### src/rtl/pcbd_pkg.sv
// Shared types and constants for the prefix-code bit decoder.
// No dependencies; imported by pcbd_match and the top level.
package pcbd_pkg;

    localparam int OP_W     = 2;
    localparam int IDX_IN_W = 8;
    localparam int CODE_W   = 16;
    localparam int LEN_W    = 5;
    localparam int SYM_W    = 8;

    localparam logic [OP_W-1:0] OP_LOAD  = 2'd0;
    localparam logic [OP_W-1:0] OP_BIT   = 2'd1;
    localparam logic [OP_W-1:0] OP_CLEAR = 2'd2;

    typedef struct packed {
        logic [CODE_W-1:0] code;
        logic [LEN_W-1:0]  length;
        logic [SYM_W-1:0]  symbol;
    } t_entry;

    localparam int ENTRY_W = $bits(t_entry);

endpackage

### src/rtl/pcbd_match.sv
// Compare unit: checks one table entry against the bit accumulator.
// Depends on pcbd_pkg (t_entry).
module pcbd_match #(
    parameter int ACC_W  = 16,
    parameter int ALEN_W = 5
) (
    input  logic               i_slot_valid,
    input  pcbd_pkg::t_entry   i_entry,
    input  logic [ACC_W-1:0]   i_acc,
    input  logic [ALEN_W-1:0]  i_acc_len,
    output logic               o_hit
);

    import pcbd_pkg::*;

    logic [ACC_W-1:0] code_ext;
    logic [ACC_W-1:0] len_mask;
    logic             len_eq;

    assign code_ext = ACC_W'(i_entry.code);

    always_comb begin
        for (int j = 0; j < ACC_W; j++) begin
            len_mask[j] = (j < 32'(i_acc_len));
        end
    end

    assign len_eq = (32'(i_entry.length) == 32'(i_acc_len));
    assign o_hit  = i_slot_valid && len_eq && ((code_ext & len_mask) == i_acc);

endmodule

### config.mk
export PLATFORM = sky130hd
export DESIGN_NAME = pcbd_match
export DESIGN_NICKNAME = d
export VERILOG_FILES = /design/src/rtl/pcbd_pkg.sv /design/src/rtl/pcbd_match.sv
export SDC_FILE = /design/constraint.sdc
export NUM_CORES = 1
export LEC_CHECK = 0
export BUFFER_PORTS_ARGS = -buffer_cell sky130_fd_sc_hd__buf_2
export CORE_MARGIN = 3
export CORE_UTILIZATION = 39
export DETAILED_ROUTE_END_ITERATION = 16
export PLACE_DENSITY = 0.95
export SYNTH_ARGS = -nofsm -noshare
export SYNTH_HDL_FRONTEND = slang
export SYNTH_SLANG_ARGS = --single-unit
### constraint.sdc
create_clock -name vclk -period 1.5
set_input_delay 0.075 -clock vclk [all_inputs]
set_output_delay 0.075 -clock vclk [all_outputs]
set_load 0.005 [all_outputs]
==> run metrics, run 1 <==
# clk buffers=0; Max FO, Critical Path=7; post-DP HPWL=1720 µm; die height=between 40 and 50 µm; post-synthesis cell area=about 550 µm²; final hold vios=0; DRC viols=0; vias in the first global route=922; crit path DAT=roughly 1.6 ns; largest net degree at the start of global routing=14; placed cell area=between 800 and 900 µm²; P_leak=0.441 nW; commonest non-fill, non-tap cells in the layout=buf_2, buf_4, xnor2_1; crit share post-route=113%; Post-Route WL=2930 µm; I/O pins=between 50 and 60; Req. time, crit path=about 1.4 ns; hold buffer count at cts=0; CP Buf/Inv Count=3; initial antenna violation count=0; crit path cell chain=buf_8, buf_6, or2_4, or3_1, nand3_2, nand4_2, nor4b_2, buf_2; CP max-delay cell=or3_1; Worst-Margin Slew=between 0.3 and 0.4 ns; Peak Freq=approximately 0.59 GHz; Die W=43.7 µm; num rows=12; Area Growth Syn to Fin=68.6%; Comb pwr share=100.0%; Yosys cell types=37; diodes inserted=0; failing checks=negative setup slack; Detailed Routing Iterations Pass 1=4; Max Transition Viols Final=0; DR iter-0 viols=slightly below 80; layout net count=~180; sw frac=approximately half; GRT Overall Usage=between 20% and 30%; Die ar.=roughly 1900 µm²; routability cong.=~0.81; final worst slack=-0.190 ns; Seq pwr share=0%; YS warnings=0; final core occ=between 70% and 80%; path category of the worst min-delay check=in2out; outcome=finished, violations left; register area share after synthesis=0%; post-route cell area=approximately 930 µm²; Mapped Cells=80; minimum clock period=around 1.7 ns; number of routed nets with antenna violations=0; Setup Viol. Count Final=1; starting density of the core=45.6%; # port buffers=44; Net Switching=0.142 mW; largest stage delay on the critical path=0.34 ns; Rel. slew slack=about three quarters; # Max-Cap Violations=0; Filler Cell Count=~80; commonest non-fill, non-tap cell in the layout=buf_2; peak supply drop=0.174 mV; Seq cells=0; CP Launch Type=input port; Std-Cell Core Area=about 1200 µm²; WL/cell=a little over 20 µm; setup TNS=-0.190 ns; vias=950; critical path's top delay family=simple AND/OR/NAND/NOR gates; register area=0 µm²; share of layout cells above drive strength 1=55.7%; RSZ-0062 raised after global routing=yes; CP Capture Type=primary output; Via density=approximately 6.6; Mean Syn Cell Area=slightly below 7 µm²; global-route wire length before repair=about 4000 µm; internal power=0.136 mW; Clock power frac=0%; Syn Nets=about 130; WS Path Type=in2out; GRT overflow=0; PwrDens=297 nW/µm²
==> synth_stat cells (2+ instances only) <==
cell type / n / area, µm²
and3_1: 2 / 12.5
nand2b_1: 6 / 37.5
nand3_1: 3 / 15.0
a31oi_1: 2 / 12.5
a311oi_1: 2 / 17.5
nor2_1: 3 / 11.3
o21ai_0: 4 / 20.0
nor2b_1: 2 / 12.5
buf_2: 3 / 15.0
nand4_1: 5 / 31.3
xor2_1: 4 / 35.0
xnor2_1: 9 / 78.8
inv_1: 4 / 15.0
o21ai_1: 2 / 10.0
buf_6: 2 / 22.5
a21oi_1: 6 / 30.0
==> power groups by stage <==
stage                     Clock, mW  Combinational [mW]  Sequential, mW
after floorplan                   0               0.118               0
after global placement            0               0.207               0
after detailed placement          0               0.218               0
after CTS                         0               0.233               0
after global routing              0               0.295               0
final                             0               0.278               0
==> path summary, 6_finish.rpt <==
check | startpoint | to | slack [ns] | cells after the start
setup / recovery | i_acc_len[4] | o_hit | -0.19 | 8
hold / removal | i_acc[9] | o_hit | 0.58 | 5
==> through the flow <==
stage	power (mW)	hold WS, ns	setup WS (ns)	instances
after CTS	0.233	0.556	-0.204	145
after global routing	0.295	0.608	-0.265	145
after detailed placement	0.218	0.554	-0.207	142
final	0.278	0.578	-0.190	145
after floorplan	0.118	0.324	0.124	80
after global placement	0.207	0.548	-0.101	142
==> cell type report <==
class | instances | area [µm²] | area share, %
inverter | 5 | 18.8 | 2.01
multi-input combinational | 69 | 561 | 60.0
tap | 14 | 17.5 | 1.87
timing repair buffer | 57 | 338 | 36.1
==> logic make-up after synthesis <==
family          share of synthesized area, %
buf+inv                                 10.8
compound gates                          31.6
mux                                     1.81
simple gates                            35.2
xor+xnor                                20.5
==> metal layers <==
layer / up-vias / wire [µm] / track usage, % / part of all wire [%]
met4: 0 / 148 / 11.4 / 5.0
met1: 423 / 982 / 31.6 / 33
li1: 405 / - / - / -
met3: 18 / 430 / 4.15 / 15
met2: 104 / 1370 / 48.3 / 47
met5: - / 0 / 0 / 0
==> what timing repair did <==
item,in CTS,in global routing
setup endpoints to repair,1,1
gates resized for setup,6,16
pin swaps,6,11
buffers inserted,3,0
No activity file was read; power rests on OpenSTA's default activity.
==> inputs of run 2 (changes only) <==
ABC_AREA = 1   (was not set)
CORE_UTILIZATION = 41   (was 39)
==> run metrics, run 2 <==
Place WS=0.113 ns (+0.321 ns); mux cell area share after synthesis=0% (-1.8 points); Peak Freq=0.728 GHz (+23%); GRT overflow=0 (unchanged); PwrDens=243 nW/µm² (-18%); Die W=44.9 µm (+2.8%); final worst slack=0.127 ns (+0.316 ns); GRT Overall Usage=18.4% (-8.8 points); DR iter-0 viols=18 (-77%); global-route wire length before repair=3000 µm (-25%); DRC viols=0 (unchanged); largest stage delay on the critical path=0.21 ns (-0.13 ns); vias=944 (-0.63%); CP Launch Type=input port; layout net count=234 (+27%); crit path DAT=1.30 ns (-0.31 ns); Synth Area in Compound Gates=11.1% (-21 points); Syn Nets=187 (+43%); peak supply drop=0.118 mV (-32%); Max FO, Critical Path=8 (+1); P_leak=0.558 nW (+26%); diodes inserted=0 (unchanged); outcome=finished clean; Std-Cell Core Area=1370 µm² (+12%); register area share after synthesis=0% (unchanged); # Max-Cap Violations=0 (unchanged); die height=44.9 µm (+2.8%); Setup Viol. Count Final=0 (-1); share of layout cells above drive strength 1=31.5% (-24 points); routability cong.=0.846 (+3.9%); count leader, synth=nand2_1; YS warnings=0 (unchanged); Critical path origin=i_acc_len[4]; post-synthesis cell area=621 µm² (+12%); CP max-delay cell=nor2_4; # clk buffers=0 (unchanged); I/O pins=52 (unchanged); Area Growth Syn to Fin=38.1%; Mapped Cells=136 (+70%); path category of the worst min-delay check=in2out; WL/cell=9.27 µm (-54%); num rows=13 (+1); Post-Route WL=1820 µm (-38%); hold buffer count at cts=0 (unchanged); Mean Syn Cell Area=4.56 µm² (-34%); Via density=4.82 (-26%); Die ar.=2020 µm² (+5.6%); WS Path Type=in2out; number of routed nets with antenna violations=0 (unchanged); Simple-Gate Fraction of Synth Area=67.9% (+33 points); crit share post-route=91.6% (-21 points); top cell type's share of synthesized area=33.3% (+19 points); most numerous cell on the critical path=nand2_1; # port buffers=44 (unchanged); Max Transition Viols Final=0 (unchanged); xor and xnor area share after synthesis=2.82% (-18 points); Req. time, crit path=1.42 ns (about the same); most common library cells after synthesis=nand2_1, inv_1, nand3_1; commonest non-fill, non-tap cells in the layout=nand2_1, buf_2, inv_1; CP Capture Type=primary output; Final Total Pwr=0.208 mW (-25%); starting density of the core=45.4% (-0.15 points); hold path endpoint=o_hit; vias in the first global route=781 (-15%); crit path cell chain=buf_2, nor2_4, buf_4, nand2_1, nand3b_1, nand2_1, inv_1, nand2_1, nor2_1, nand3_1, nor2_1, buf_2; register area=0 µm² (unchanged); largest cells by area after synthesis=nand2_1, nand3_1, inv_1; Detailed Routing Iterations Pass 1=4 (unchanged); final hold vios=0 (unchanged); Worst Hold Depth=5 (unchanged); Seq cells=0 (unchanged); post-DP HPWL=1560 µm (-8.9%); HP Start=i_acc[10]; commonest non-fill, non-tap cell in the layout=nand2_1; initial antenna violation count=0 (unchanged); largest area contributor in the netlist=nand2_1; Rel. slew slack=79.6% (+2.7 points); Synth Area in Adders=0% (unchanged); largest family of logic cells by synthesized area=simple AND/OR/NAND/NOR gates; Worst-Margin Slew=0.304 ns (-0.0413 ns); minimum clock period=1.37 ns (-0.316 ns); Yosys cell types=21 (-43%); largest net degree at the start of global routing=12 (-2)
-- run 2: cells by family after synthesis --
| kind of cell | Yosys count |
|---|---|
| simple gates | 98 |
| xor+xnor | 2 |
| compound gates | 10 |
| buf+inv | 26 |
-- run 2: per-stage QoR --
stage	instance area [µm²]	hold slack [ns]	instances	util (%)	setup TNS (ns)
2_1_floorplan	621	0.295	136	-	0
3_3_place_gp	837	0.498	193	61.3	0
3_5_place_dp	837	0.509	193	61.3	0
4_1_cts	837	0.512	193	61.3	0
5_1_grt	857	0.552	196	62.7	-0.00123
6_report	857	0.513	196	62.7	0
-- run 2: metal layers --
metal	share of wire (%)	global-route usage [%]	vias up	routed length, µm
met5	0	0	-	0
met4	0	0	0	0
met3	9.0	1.20	0	163
met2	48	33.2	37	870
met1	43	25.2	394	782
li1	-	-	513	-
-- run 2: repair_timing --
action / in CTS / in global routing
buffers inserted: 0 / 3
gates resized for setup: 0 / 1
endpoints found under the setup margin: 0 / 1
-- run 2: layout make-up --
class / instances / area [µm²]
fill: 143 / 509
multi-input combinational: 110 / 508
timing repair buffer: 47 / 240
inverter: 24 / 90.1
tap: 15 / 18.8
-- run 2: worst max-delay path: cells and delay by family --
| kind | cells | cell delay, ns |
|---|---|---|
| buf+inv | 4 | 0.46 |
| simple gates | 8 | 0.74 |
-- run 2: worst max path at each step --
stage | endpoint | slack (ns) | cells past startpoint
finish | o_hit | 0.13 | 12
global route | o_hit | -0.001 | 12
CTS | o_hit | 0.11 | 10
detailed placement | o_hit | 0.11 | 10
global placement | o_hit | 0.19 | 10
floorplan | o_hit | 0.50 | 11
-- run 2: power by group --
part / switching, mW / internal (mW)
clock: 0 / 0
sequential: 0 / 0
combinational: 0.113 / 0.0951
